[src/rtl/assert_macros.svh]
// Assertion helpers for the RTL, included by mode_s_message_decoder.
`ifndef ASSERT_MACROS_SVH
`define ASSERT_MACROS_SVH

// Check a property on every rising clock edge outside reset.
`define ASSERT_PROP(lbl, prop, msg) \
  lbl: assert property (@(posedge clk_i) disable iff (!rst_ni) prop) else $error(msg);

// Check that a condition never holds outside reset.
`define ASSERT_NEVER(lbl, cond, msg) \
  `ASSERT_PROP(lbl, !(cond), msg)

`endif

[src/rtl/msd_pkg.sv]
package msd_pkg;

  localparam int MsgHalfW = 56;
  localparam int MsgW     = 2 * MsgHalfW;
  localparam int CrcW     = 24;
  localparam int LongLen  = 88;
  localparam int ShortLen = 32;

  localparam logic [CrcW:0] CrcGenerator = 25'h1FFF409;

  // Downlink formats
  localparam logic [4:0] DfSurvAlt  = 5'd4;
  localparam logic [4:0] DfSurvId   = 5'd5;
  localparam logic [4:0] DfAllCall  = 5'd11;
  localparam logic [4:0] DfLongLo   = 5'd16;
  localparam logic [4:0] DfExtSq    = 5'd17;
  localparam logic [4:0] DfExtSqNt  = 5'd18;
  localparam logic [4:0] DfLongHi   = 5'd24;

  // Extended squitter type codes and velocity subtypes
  localparam logic [4:0] TcIdentLo  = 5'd1;
  localparam logic [4:0] TcIdentHi  = 5'd4;
  localparam logic [4:0] TcAirPosLo = 5'd9;
  localparam logic [4:0] TcAirPosHi = 5'd18;
  localparam logic [4:0] TcVelocity = 5'd19;
  localparam logic [2:0] VelSubGnd  = 3'd1;
  localparam logic [2:0] VelSubSup  = 3'd2;

  // found_mask bit positions
  localparam int FoundAlt    = 0;
  localparam int FoundSquawk = 1;
  localparam int FoundIdent  = 2;
  localparam int FoundCpr    = 3;
  localparam int FoundVel    = 4;

  typedef logic [LongLen-1:0][CrcW-1:0] crc_tab_t;

  typedef struct packed {
    logic [4:0]         found;
    logic signed [11:0] alt_base;
    logic               alt_x100;
    logic [11:0]        squawk;
    logic [63:0]        ident;
    logic [34:0]        cpr;
    logic signed [12:0] vel_east;
    logic signed [12:0] vel_north;
  } dec_t;

  // Entry d-1 is the residue contribution of a one bit followed by d-1 bits.
  function automatic crc_tab_t crc_table();
    crc_tab_t      t;
    logic [CrcW:0] r;
    r = {1'b1, {CrcW{1'b0}}} ^ CrcGenerator;
    t[0] = r[CrcW-1:0];
    for (int d = 1; d < LongLen; d++) begin
      r = {r[CrcW-1:0], 1'b0};
      if (r[CrcW]) begin
        r = r ^ CrcGenerator;
      end
      t[d] = r[CrcW-1:0];
    end
    return t;
  endfunction

  localparam crc_tab_t CrcTab = crc_table();

  // {valid, adjust} for the C digit, odd selects the second row
  function automatic logic [3:0] c_digit_lookup(input logic odd, input logic [2:0] d);
    logic [3:0] res;
    unique case ({odd, d})
      4'b0001: res = 4'b1000;
      4'b0010: res = 4'b1010;
      4'b0011: res = 4'b1001;
      4'b0100: res = 4'b1100;
      4'b0110: res = 4'b1011;
      4'b1001: res = 4'b1100;
      4'b1010: res = 4'b1010;
      4'b1011: res = 4'b1011;
      4'b1100: res = 4'b1000;
      4'b1110: res = 4'b1001;
      default: res = 4'b0000;
    endcase
    return res;
  endfunction

  function automatic logic [7:0] ident_char(input logic [5:0] c);
    logic [7:0] ch;
    if (c >= 6'd1 && c <= 6'd26) begin
      ch = 8'h40 + {2'b00, c};
    end else if (c == 6'd32) begin
      ch = 8'h20;
    end else if (c >= 6'd48 && c <= 6'd57) begin
      ch = {2'b00, c};
    end else begin
      ch = 8'h3F;
    end
    return ch;
  endfunction

endpackage

[src/rtl/msd_if.sv]
interface msd_in_if import msd_pkg::*; ();
  logic                valid;
  logic                ready;
  logic [MsgHalfW-1:0] msg_head;
  logic [MsgHalfW-1:0] msg_tail;

  modport source (output valid, msg_head, msg_tail, input ready);
  modport sink (input valid, msg_head, msg_tail, output ready);
endinterface

interface msd_out_if import msd_pkg::*; ();
  logic               valid;
  logic               ready;
  logic               accepted;
  logic [4:0]         downlink_format;
  logic [CrcW-1:0]    icao_address;
  logic               address_from_parity;
  logic [4:0]         found_mask;
  logic signed [18:0] altitude_feet;
  logic [11:0]        squawk_octal;
  logic [63:0]        flight_ident;
  logic [34:0]        cpr_frame;
  logic signed [12:0] velocity_east;
  logic signed [12:0] velocity_north;

  modport source (output valid, accepted, downlink_format, icao_address, address_from_parity,
                  found_mask, altitude_feet, squawk_octal, flight_ident, cpr_frame,
                  velocity_east, velocity_north, input ready);
  modport sink (input valid, accepted, downlink_format, icao_address, address_from_parity,
                found_mask, altitude_feet, squawk_octal, flight_ident, cpr_frame,
                velocity_east, velocity_north, output ready);
endinterface

[src/rtl/mode_s_message_decoder.sv]
// Mode S downlink message decoder.
// msg_i carries one 112-bit message per item, message bit 0 in msg_head[55].
// res_o carries one result item per message: parity verdict, format, address
// and the decoded altitude, squawk, identity, CPR words and ground velocity.
// Both channels move an item on a clock edge where valid and ready are high.
// Pipeline: a message accepted on msg_i passes the parity partial sums,
// then residue and field decode, then altitude scaling into the output
// register, from which its result item shows on res_o.valid.
// Throughput: one item per cycle while res_o.ready is high; each of the three stages holds one item.
// When the receiver stalls, the output register holds and stages behind it
// keep filling until all three are full; msg_i.ready then drops, and rises
// again in the cycle the output item is taken. Nothing is lost or repeated.
// A rejected message (formats 11, 17 or 18 with a bad parity) gives
// accepted low, its format, and zeros everywhere else.
// Reset clears all stage valid bits; no item is pending after reset.
`include "assert_macros.svh"
module mode_s_message_decoder import msd_pkg::*; (
  input  logic clk_i,
  input  logic rst_ni,
  msd_in_if.sink     msg_i,
  msd_out_if.source  res_o
);

  logic [MsgW-1:0] in_msg;
  logic            rdy1, rdy2, rdy3;

  // stage 1
  logic            v1_q;
  logic [MsgW-1:0] msg1_q;
  logic [CrcW-1:0] crc_la_d, crc_la_q, crc_lb_d, crc_lb_q, crc_s_d, crc_s_q;

  // stage 2
  logic            v2_q;
  logic            acc_d, acc_q;
  logic [4:0]      fmt1, fmt2_q;
  logic [CrcW-1:0] addr_d, addr_q;
  logic            afp_d, afp_q;
  logic            long1;
  logic [CrcW-1:0] resid, par;
  dec_t            dec_d, dec_q;

  // stage 3
  logic               v3_q;
  logic [6:0]         alt_scale;
  logic signed [19:0] alt_prod;

  assign in_msg = {msg_i.msg_head, msg_i.msg_tail};

  // Ready runs back from the output; a stage moves when its successor has room.
  assign rdy3        = !v3_q || res_o.ready;
  assign rdy2        = !v2_q || rdy3;
  assign rdy1        = !v1_q || rdy2;
  assign msg_i.ready = rdy1;

  // Residue is linear in the message bits: XOR the precomputed contributions.
  always_comb begin
    crc_la_d = '0;
    crc_lb_d = '0;
    crc_s_d  = '0;
    for (int i = 0; i < LongLen / 2; i++) begin
      if (in_msg[MsgW-1-i]) begin
        crc_la_d = crc_la_d ^ CrcTab[LongLen-1-i];
      end
    end
    for (int i = LongLen / 2; i < LongLen; i++) begin
      if (in_msg[MsgW-1-i]) begin
        crc_lb_d = crc_lb_d ^ CrcTab[LongLen-1-i];
      end
    end
    for (int i = 0; i < ShortLen; i++) begin
      if (in_msg[MsgW-1-i]) begin
        crc_s_d = crc_s_d ^ CrcTab[ShortLen-1-i];
      end
    end
  end

  always_ff @(posedge clk_i or negedge rst_ni) begin
    if (!rst_ni) begin
      v1_q <= 1'b0;
    end else if (rdy1) begin
      v1_q <= msg_i.valid;
    end
  end

  always_ff @(posedge clk_i) begin
    if (rdy1 && msg_i.valid) begin
      msg1_q   <= in_msg;
      crc_la_q <= crc_la_d;
      crc_lb_q <= crc_lb_d;
      crc_s_q  <= crc_s_d;
    end
  end

  // Stage 2: finish the residue, check parity, decode the fields.
  assign fmt1  = msg1_q[111:107];
  assign long1 = fmt1 >= DfLongLo && fmt1 <= DfLongHi;
  assign resid = long1 ? (crc_la_q ^ crc_lb_q) : crc_s_q;
  assign par   = long1 ? msg1_q[23:0] : msg1_q[79:56];

  always_comb begin
    if (fmt1 == DfAllCall || fmt1 == DfExtSq || fmt1 == DfExtSqNt) begin
      acc_d  = (resid == par);
      addr_d = msg1_q[103:80];
      afp_d  = 1'b0;
    end else begin
      acc_d  = 1'b1;
      addr_d = resid ^ par;
      afp_d  = 1'b1;
    end
  end

  msd_decode u_decode (
    .msg_i (msg1_q),
    .dec_o (dec_d)
  );

  always_ff @(posedge clk_i or negedge rst_ni) begin
    if (!rst_ni) begin
      v2_q <= 1'b0;
    end else if (rdy2) begin
      v2_q <= v1_q;
    end
  end

  always_ff @(posedge clk_i) begin
    if (rdy2 && v1_q) begin
      acc_q  <= acc_d;
      fmt2_q <= fmt1;
      addr_q <= addr_d;
      afp_q  <= afp_d;
      dec_q  <= dec_d;
    end
  end

  // Stage 3: scale altitude, drop the fields of a rejected message.
  assign alt_scale = dec_q.alt_x100 ? 7'd100 : 7'd25;
  assign alt_prod  = 20'(dec_q.alt_base) * signed'({13'd0, alt_scale});

  always_ff @(posedge clk_i or negedge rst_ni) begin
    if (!rst_ni) begin
      v3_q <= 1'b0;
    end else if (rdy3) begin
      v3_q <= v2_q;
    end
  end

  always_ff @(posedge clk_i) begin
    if (rdy3 && v2_q) begin
      res_o.accepted        <= acc_q;
      res_o.downlink_format <= fmt2_q;
      if (acc_q) begin
        res_o.icao_address        <= addr_q;
        res_o.address_from_parity <= afp_q;
        res_o.found_mask          <= dec_q.found;
        res_o.altitude_feet       <= alt_prod[18:0];
        res_o.squawk_octal        <= dec_q.squawk;
        res_o.flight_ident        <= dec_q.ident;
        res_o.cpr_frame           <= dec_q.cpr;
        res_o.velocity_east       <= dec_q.vel_east;
        res_o.velocity_north      <= dec_q.vel_north;
      end else begin
        res_o.icao_address        <= '0;
        res_o.address_from_parity <= 1'b0;
        res_o.found_mask          <= '0;
        res_o.altitude_feet       <= '0;
        res_o.squawk_octal        <= '0;
        res_o.flight_ident        <= '0;
        res_o.cpr_frame           <= '0;
        res_o.velocity_east       <= '0;
        res_o.velocity_north      <= '0;
      end
    end
  end

  assign res_o.valid = v3_q;

  `ASSERT_PROP(a_reject_clear, res_o.valid && !res_o.accepted |-> res_o.found_mask == '0 && res_o.icao_address == '0, "rejected item carries decoded fields")
  `ASSERT_NEVER(a_vel_only_es, res_o.valid && res_o.found_mask[FoundVel] && res_o.downlink_format != DfExtSq, "velocity decoded outside extended squitter")
  `ASSERT_NEVER(a_squawk_only_df5, res_o.valid && res_o.found_mask[FoundSquawk] && res_o.downlink_format != DfSurvId, "squawk decoded outside identity reply")
  `ASSERT_PROP(a_parity_addr, res_o.valid && res_o.accepted |-> res_o.address_from_parity == !(res_o.downlink_format == DfAllCall || res_o.downlink_format == DfExtSq || res_o.downlink_format == DfExtSqNt), "address source does not match format")

endmodule

[src/rtl/msd_decode.sv]
module msd_decode import msd_pkg::*; (
  input  logic [MsgW-1:0] msg_i,
  output dec_t            dec_o
);

  logic [4:0]  fmt;
  logic [12:0] ac;
  logic [4:0]  tc;
  logic [2:0]  sub;
  logic [11:0] alt_es;
  logic [9:0]  we;
  logic [9:0]  sn;
  logic [9:0]  we_mag;
  logic [9:0]  sn_mag;
  logic [11:0] we_scl;
  logic [11:0] sn_scl;
  logic [7:0]  dab;
  logic [7:0]  code;
  logic [2:0]  c_dig;
  logic [3:0]  c_adj;
  logic [10:0] code5;

  // Message bit p sits at msg_i[MsgW-1-p].
  assign fmt    = msg_i[111:107];
  assign ac     = msg_i[92:80];
  assign tc     = msg_i[79:75];
  assign sub    = msg_i[74:72];
  assign alt_es = msg_i[71:60];
  assign we     = msg_i[65:56];
  assign sn     = msg_i[54:45];
  assign we_mag = we - 10'd1;
  assign sn_mag = sn - 10'd1;
  assign we_scl = (sub == VelSubSup) ? {we_mag, 2'b00} : {2'b00, we_mag};
  assign sn_scl = (sub == VelSubSup) ? {sn_mag, 2'b00} : {2'b00, sn_mag};

  // Gillham: D2 D4 from bits 0 and 2, A digit, B digit, then Gray to binary
  assign dab   = {ac[2], ac[0], ac[11], ac[9], ac[7], ac[5], ac[3], ac[1]};
  assign code  = dab ^ (dab >> 4) ^ (dab >> 2) ^ (dab >> 1) ^ (dab >> 6) ^ (dab >> 3)
               ^ (dab >> 5) ^ (dab >> 7);
  assign c_dig = {ac[12], ac[10], ac[8]};
  assign c_adj = c_digit_lookup(code[0], c_dig);
  assign code5 = {1'b0, code, 2'b00} + {3'b000, code};

  always_comb begin
    dec_o = '0;
    unique case (fmt)
      DfExtSq: begin
        if (tc >= TcIdentLo && tc <= TcIdentHi) begin
          for (int i = 0; i < 8; i++) begin
            dec_o.ident[63-8*i -: 8] = ident_char(msg_i[71-6*i -: 6]);
          end
          dec_o.found[FoundIdent] = 1'b1;
        end
        if (tc >= TcAirPosLo && tc <= TcAirPosHi) begin
          if (alt_es[4]) begin
            dec_o.alt_base       = signed'({1'b0, alt_es[11:5], alt_es[3:0]}) - 12'sd40;
            dec_o.found[FoundAlt] = 1'b1;
          end
          dec_o.cpr             = msg_i[58:24];
          dec_o.found[FoundCpr] = 1'b1;
        end else if (tc == TcVelocity && (sub == VelSubGnd || sub == VelSubSup)
                     && we != '0 && sn != '0) begin
          dec_o.vel_east        = msg_i[66] ? -signed'({1'b0, we_scl})
                                            : signed'({1'b0, we_scl});
          dec_o.vel_north       = msg_i[55] ? -signed'({1'b0, sn_scl})
                                            : signed'({1'b0, sn_scl});
          dec_o.found[FoundVel] = 1'b1;
        end
      end
      DfSurvAlt: begin
        if (!ac[6]) begin
          if (ac[4]) begin
            dec_o.alt_base        = signed'({1'b0, ac[12:7], ac[5], ac[3:0]}) - 12'sd40;
            dec_o.found[FoundAlt] = 1'b1;
          end else if (c_adj[3]) begin
            dec_o.alt_base        = signed'({1'b0, code5}) - 12'sd12
                                  + signed'({9'd0, c_adj[2:0]});
            dec_o.alt_x100        = 1'b1;
            dec_o.found[FoundAlt] = 1'b1;
          end
        end
      end
      DfSurvId: begin
        dec_o.squawk = {ac[7], ac[9], ac[11], ac[1], ac[3], ac[5],
                        ac[8], ac[10], ac[12], ac[0], ac[2], ac[4]};
        dec_o.found[FoundSquawk] = 1'b1;
      end
      default: dec_o = '0;
    endcase
  end

endmodule

[src/flat_wrapper.sv]
// flat-port wrapper written by rule: the top's interface ports become plain ports
module mode_s_message_decoder_flat import msd_pkg::*;
  (clk_i, rst_ni, msg_i_valid, msg_i_msg_head, msg_i_msg_tail, msg_i_ready, res_o_valid, res_o_accepted, res_o_downlink_format, res_o_icao_address, res_o_address_from_parity, res_o_found_mask, res_o_altitude_feet, res_o_squawk_octal, res_o_flight_ident, res_o_cpr_frame, res_o_velocity_east, res_o_velocity_north, res_o_ready);
  msd_in_if msg_i_i ();
  msd_out_if res_o_i ();
  input  logic clk_i;
  input  logic rst_ni;
  input wire logic [$bits(msg_i_i.valid)-1:0] msg_i_valid;
  input wire logic [$bits(msg_i_i.msg_head)-1:0] msg_i_msg_head;
  input wire logic [$bits(msg_i_i.msg_tail)-1:0] msg_i_msg_tail;
  output wire logic [$bits(msg_i_i.ready)-1:0] msg_i_ready;
  output wire logic [$bits(res_o_i.valid)-1:0] res_o_valid;
  output wire logic [$bits(res_o_i.accepted)-1:0] res_o_accepted;
  output wire logic [$bits(res_o_i.downlink_format)-1:0] res_o_downlink_format;
  output wire logic [$bits(res_o_i.icao_address)-1:0] res_o_icao_address;
  output wire logic [$bits(res_o_i.address_from_parity)-1:0] res_o_address_from_parity;
  output wire logic [$bits(res_o_i.found_mask)-1:0] res_o_found_mask;
  output wire logic [$bits(res_o_i.altitude_feet)-1:0] res_o_altitude_feet;
  output wire logic [$bits(res_o_i.squawk_octal)-1:0] res_o_squawk_octal;
  output wire logic [$bits(res_o_i.flight_ident)-1:0] res_o_flight_ident;
  output wire logic [$bits(res_o_i.cpr_frame)-1:0] res_o_cpr_frame;
  output wire logic [$bits(res_o_i.velocity_east)-1:0] res_o_velocity_east;
  output wire logic [$bits(res_o_i.velocity_north)-1:0] res_o_velocity_north;
  input wire logic [$bits(res_o_i.ready)-1:0] res_o_ready;
  assign msg_i_i.valid = msg_i_valid;
  assign msg_i_i.msg_head = msg_i_msg_head;
  assign msg_i_i.msg_tail = msg_i_msg_tail;
  assign msg_i_ready = msg_i_i.ready;
  assign res_o_valid = res_o_i.valid;
  assign res_o_accepted = res_o_i.accepted;
  assign res_o_downlink_format = res_o_i.downlink_format;
  assign res_o_icao_address = res_o_i.icao_address;
  assign res_o_address_from_parity = res_o_i.address_from_parity;
  assign res_o_found_mask = res_o_i.found_mask;
  assign res_o_altitude_feet = res_o_i.altitude_feet;
  assign res_o_squawk_octal = res_o_i.squawk_octal;
  assign res_o_flight_ident = res_o_i.flight_ident;
  assign res_o_cpr_frame = res_o_i.cpr_frame;
  assign res_o_velocity_east = res_o_i.velocity_east;
  assign res_o_velocity_north = res_o_i.velocity_north;
  assign res_o_i.ready = res_o_ready;
  mode_s_message_decoder u_core (.clk_i(clk_i), .rst_ni(rst_ni), .msg_i(msg_i_i), .res_o(res_o_i));
endmodule
[config.mk]
export PLATFORM = sky130hd
export DESIGN_NAME = mode_s_message_decoder_flat
export DESIGN_NICKNAME = d
export VERILOG_FILES = /design/src/rtl/msd_pkg.sv /design/src/rtl/msd_if.sv /design/src/rtl/mode_s_message_decoder.sv /design/src/rtl/msd_decode.sv /design/src/flat_wrapper.sv
export VERILOG_INCLUDE_DIRS = /design/src /design/src/rtl
export SDC_FILE = /design/constraint.sdc
export NUM_CORES = 1
export LEC_CHECK = 0
export BUFFER_PORTS_ARGS = -buffer_cell sky130_fd_sc_hd__buf_2
export CAP_MARGIN = 20
export CORE_AREA = 2 2 270 272
export DETAILED_ROUTE_END_ITERATION = 10
export DIE_AREA = 0 0 272 274
export GPL_ROUTABILITY_DRIVEN = 0
export PLACE_DENSITY = 0.6
export SETUP_SLACK_MARGIN = 0.15
export SYNTH_ARGS = -nofsm -noshare
export SYNTH_HDL_FRONTEND = slang
export SYNTH_HIERARCHICAL = 1
export SYNTH_SLANG_ARGS = --single-unit
[constraint.sdc]
create_clock -name clk_i -period 16.4 [get_ports clk_i]
set_input_delay 0 -clock clk_i [delete_from_list [all_inputs] [get_ports clk_i]]
set_output_delay 0 -clock clk_i [all_outputs]
set_load 0.005 [all_outputs]
==> metrics.txt, run 1 <==
final WL=84800 um; CTS Buf Count=59; cell breakdown of the critical path=xnor3_2 > xnor2_4 > xnor2_2 > xnor3_2 > xnor2_4 > mux2i_1 > and2_1 > ha_1 > inv_1 > fa_1 > inv_1 > ha_1 > a21o_1 > a21oi_1 > nor2_1 > o41ai_1 > o211ai_1 > a221o_1; PwrDens=132 nW/um^2; setup TNS=0 ns; die area=74500 um^2; WHS Path Cells=2; Slew Limit Headroom=0.207; I/O pins=310; Peak VDD IR=84.4 uV; Clock Skew=0.0423 ns; reg2reg end=u_core/dec_q[149]; status=completed; final net count=3176; CTS H-tree lvls=2; Max stage delay on crit path=0.60 ns; maximum number of pins on one net before global-route repair=180; initial antenna violation count=3; final std cells w/o fill=3947; IO buf count=309; critical path peak fanout=12; setup repair after global routing missed its margin=false; Hold Slack=0.0527 ns; Pre-antenna DRT Iters=6; total global routing track utilization=0.225; min-delay worst type=in2reg; CTS tree=done; Syn. warnings=6; Least-Margin Pin Slew=1.18 ns; Final min period=5.32 ns; total congestion overflow=0; Achievable Freq=188 MHz; ANT nets after route=0; Final Slew Violations=0; DP HPWL=62700 um; post-synthesis area per instance=12.4 um^2; fin crit share=0.324; postcts setup bufs=0; hold endpoint=u_core/msg1_q[16]; Worst setup SP type=flip-flop; RR Startpoint=u_core/msg1_q[82]; leakage=13.8 nW; commonest non-fill, non-tap cell in the layout=xnor2_1; # DRC=0; post-synthesis cell count=2560; Placed Instances=3719; commonest non-fill, non-tap cells in the layout=xnor2_1 (578), edfxtp_1 (559), buf_2 (309); clock sinks=562; initial DRC count=1753; Die Y=274 um; r2r setup slk=11.08 ns; final setup vio count=0; Mapped Area=31800 um^2; hold path start=msg_i_msg_tail[16]; layout cells sized above 1=0.157; effective utilization at floorplan=0.442; Routed WL per cell=21.5 um; Clk Latency, worst-skew pair=0.65 ns; first-pass GRT wire length=127000 um; Vias/cell=5.15; # fillers=6272; Area Growth Syn to Fin=17.0%; Worst Path Required=16.77 ns; clock root cell=clkbuf_16; max-cap viol count=0; die span in x=272 um; vias in the first global route=20600; worst r2r path cells=18; flip-flop and latch area=16900 um^2; site row count=99; routed via count=20300; core area=72000 um^2; critical path arrival=5.68 ns; Clock Path Buffers=3; crit path max-delay cell type=edfxtp_1; Multi-input gate area=14000 um^2; clock input transition at the sequential cells of the worst setup and hold paths=0.06 ns; Fin. Hold Viols=0; crit end category=flip-flop; Crit Path Class=reg2reg
registers in the layout (all words and copies together) (netlist names), 5 cells and up:
name                          flops
u_core/res_o.cpr_frame           35
u_core/res_o.downlink_format      5
u_core/res_o.velocity_east       13
u_core/dec_q                    155
u_core/res_o.flight_ident        64
u_core/res_o.found_mask           5
u_core/addr_q                    24
u_core/crc_s_q                   24
u_core/res_o.icao_address        24
u_core/res_o.altitude_feet       19
u_core/msg1_q                   109
u_core/crc_lb_q                  24
u_core/res_o.squawk_octal        12
u_core/crc_la_q                  24
u_core/fmt2_q                     5
u_core/res_o.velocity_north      13
metrics by stage:
stage / power [mW] / util / instance area [um^2] / worst slack, ns
2_1_floorplan: 3.12 / - / 31800 / 10.98
3_3_place_gp: 3.56 / 0.474 / 34100 / 11.25
3_5_place_dp: 3.58 / 0.474 / 34100 / 11.12
4_1_cts: 4.96 / 0.517 / 37200 / 11.10
5_1_grt: 5.16 / 0.517 / 37200 / 10.69
6_report: 4.91 / 0.517 / 37200 / 11.08
cell type report:
cell class	count	area share
Inverter	91	0.00919
Antenna cell	1	0.0000673
Clock inverter	40	0.0102
Timing Repair Buffer	442	0.0766
Multi-Input combinational cell	1781	0.377
Sequential cell	562	0.453
Tap cell	959	0.0323
Clock buffer	71	0.0415
repair_timing:
item	in CTS	in global routing
resized for setup	0	0
hold buffers	116	0
hold endpoints to repair	127	0
worst max-delay path by stage:
stage	start	slack, ns	endpoint
6_report	u_core/msg1_q[82]	11.08	u_core/dec_q[149]
5_1_grt	u_core/msg1_q[82]	10.69	u_core/dec_q[149]
4_1_cts	u_core/msg1_q[82]	11.10	u_core/dec_q[149]
3_5_place_dp	u_core/msg1_q[82]	11.12	u_core/dec_q[149]
3_3_place_gp	u_core/msg1_q[82]	11.25	u_core/dec_q[149]
2_1_floorplan	u_core/res_o.valid	10.98	u_core/res_o.accepted
layer usage:
layer / vias up / part of all wire / GRT usage
li1: 9553 / - / -
met1: 9956 / 0.44 / 0.303
met2: 657 / 0.48 / 0.374
met3: 149 / 0.052 / 0.0283
met4: 4 / 0.034 / 0.0788
met5: - / 0.00029 / 0
power by group:
| part | switching (mW) | leakage (nW) | internal (mW) | total (mW) |
|---|---|---|---|---|
| logic | 0.891 | 7.33 | 0.690 | 1.58 |
| registers | 0.101 | 5.54 | 1.90 | 2.00 |
| clock network | 0.581 | 0.922 | 0.753 | 1.33 |
worst max-delay path, delay by kind of cell, from the launching register on:
| kind | cells | cell delay [ns] |
|---|---|---|
| AO/OA/AOI/OAI | 5 | 1.54 |
| AND/OR/NAND/NOR | 2 | 0.24 |
| XOR/XNOR | 5 | 1.55 |
| flip-flops | 1 | 0.60 |
| adder cells (fa/ha/maj) | 3 | 0.76 |
| multiplexers | 1 | 0.21 |
| buffers and inverters | 2 | 0.16 |
Power figures use the tool's default switching activity.
==> inputs of run 2 (changes only) <==
--- a/config.mk
+++ b/config.mk
@@ -12,7 +12,7 @@
 export DETAILED_ROUTE_END_ITERATION = 10
 export DIE_AREA = 0 0 272 274
 export GPL_ROUTABILITY_DRIVEN = 0
-export PLACE_DENSITY = 0.6
+export PLACE_DENSITY = 0.62
 export SETUP_SLACK_MARGIN = 0.15
 export SYNTH_ARGS = -nofsm -noshare
 export SYNTH_HDL_FRONTEND = slang
==> constraint.sdc (replaced) <==
create_clock -name clk_i -period 4.5 [get_ports clk_i]
set_input_delay 0 -clock clk_i [delete_from_list [all_inputs] [get_ports clk_i]]
set_output_delay 0 -clock clk_i [all_outputs]
set_load 0.005 [all_outputs]
==> metrics.txt, run 2 (synthesis gave the netlist of run 1 again) <==
status=completed; clock sinks=562; Top reg by flops=u_core/dec_q; routed via count=20800; Crit Path Class=reg2reg; critical path arrival=4.84 ns; Power Total=18.6 mW; Crit path top cell by count=fa_1; Fin. Hold Viols=0; clock root cell=clkbuf_16; setup TNS=0 ns; layout cells sized above 1=0.192; core area=72000 um^2; ANT nets after route=0; vias in the first global route=20900; Clk Latency, worst-skew pair=0.63 ns; Final Util=0.528; leakage=14.1 nW; CTS tree=done; crit path max-delay cell type=fa_1; dpl ws=-0.0241 ns; effective utilization at floorplan=0.442; Worst Path Required=4.86 ns; setup repair after global routing missed its margin=true; total global routing track utilization=0.223; Final Slew Violations=0; Slew Limit Headroom=0.219; worst r2r path cells=14; max-cap viol count=0; Placed Instances=3749; Final min period=4.48 ns; Achievable Freq=223 MHz; die span in x=272 um; placed cell areas=34500 um^2; max reg flops=155; WHS Path Cells=2; IO buf count=309; cell area after layout=38000 um^2; initial antenna violation count=2; Max stage delay on crit path=0.57 ns; final WL=85500 um; maximum number of pins on one net before global-route repair=96; fin crit share=0.996; crit end category=flip-flop; total congestion overflow=0; Clock Skew=0.0250 ns; final setup vio count=0; cell breakdown of the critical path=buf_6 > buf_16 > nor2b_4 > fa_1 > fa_1 > fa_1 > fa_1 > ha_4 > o21a_1 > o21a_1 > o21a_1 > a2111o_1 > a21oi_2 > nor3b_1; final net count=3226; die area=74500 um^2; min-delay worst type=in2reg; DP HPWL=62900 um; Area Growth Syn to Fin=19.6%; CTS Buf Count=60; Pre-antenna DRT Iters=6; critical path peak fanout=12; final setup margin=0.0164 ns; commonest non-fill, non-tap cells in the layout=xnor2_1 (578), edfxtp_1 (559), buf_2 (309); I/O pins=310; commonest non-fill, non-tap cell in the layout=xnor2_1; site row count=99; Clock Path Buffers=3; Hold Slack=0.0698 ns; clock input transition at the sequential cells of the worst setup and hold paths=0.06 ns; PwrDens=490 nW/um^2; Least-Margin Pin Slew=1.16 ns; first-pass GRT wire length=127000 um; CTS H-tree lvls=2; # DRC=0; final std cells w/o fill=3998; Die Y=274 um; Routed WL per cell=21.4 um; Peak VDD IR=314 uV; top flop regs=u_core/dec_q (155), u_core/msg1_q (109), u_core/res_o.flight_ident (64); Vias/cell=5.20; initial DRC count=1821; Worst setup SP type=flip-flop
-- run 2: per-layer routing --
layer,vias up,GRT usage,share of wire
li1,9668,-,-
met1,10200,0.300,0.42
met2,799,0.378,0.49
met3,138,0.0293,0.061
met4,2,0.0697,0.029
met5,-,0,0.00015
-- run 2: path summary, 6_finish.rpt --
| check | from | slack, ns | to |
|---|---|---|---|
| setup / recovery | u_core/dec_q[137] | 0.02 | u_core/res_o.altitude_feet[16] |
| hold / removal | msg_i_msg_tail[10] | 0.07 | u_core/msg1_q[10] |
| setup reg to reg | u_core/dec_q[137] | 0.02 | u_core/res_o.altitude_feet[16] |
| hold reg to reg | u_core/fmt2_q[0] | 0.42 | u_core/res_o.downlink_format[0] |
| max in group asynchronous | rst_ni | 4.10 | u_core/v2_q |
| min in group asynchronous | rst_ni | 0.25 | u_core/res_o.valid |
-- run 2: timing repair --
action | in CTS | in global routing
hold endpoints to repair | 124 | 0
setup buffers | 10 | 8
gates cloned | 1 | 0
endpoints found under the setup margin | 8 | 13
resized for setup | 24 | 35
hold buffers | 116 | 0
pin swaps | 22 | 27
-- run 2: where the power goes --
part | internal (mW) | switching [mW] | leakage [nW]
clock | 2.84 | 2.09 | 0.953
sequential | 6.91 | 0.364 | 5.54
combinational | 2.89 | 3.53 | 7.65
total | 12.6 | 5.98 | 14.1
-- run 2: layout make-up --
class	instances	area [um^2]
Tap cell	959	1200
Fill cell	6152	33900
Inverter	91	344
Clock inverter	40	403
Antenna cell	1	2.50
Multi-Input combinational cell	1781	14300
Clock buffer	73	1570
Sequential cell	562	16900
Timing Repair Buffer	491	3300
-- run 2: worst max-delay path: cells and delay by family (launching register included) --
kind / cells / cell delay, ns
compound gates: 5 / 1.08
fa+ha+maj: 5 / 2.17
buf+inv: 2 / 0.30
flops: 1 / 0.45
simple gates: 2 / 0.21
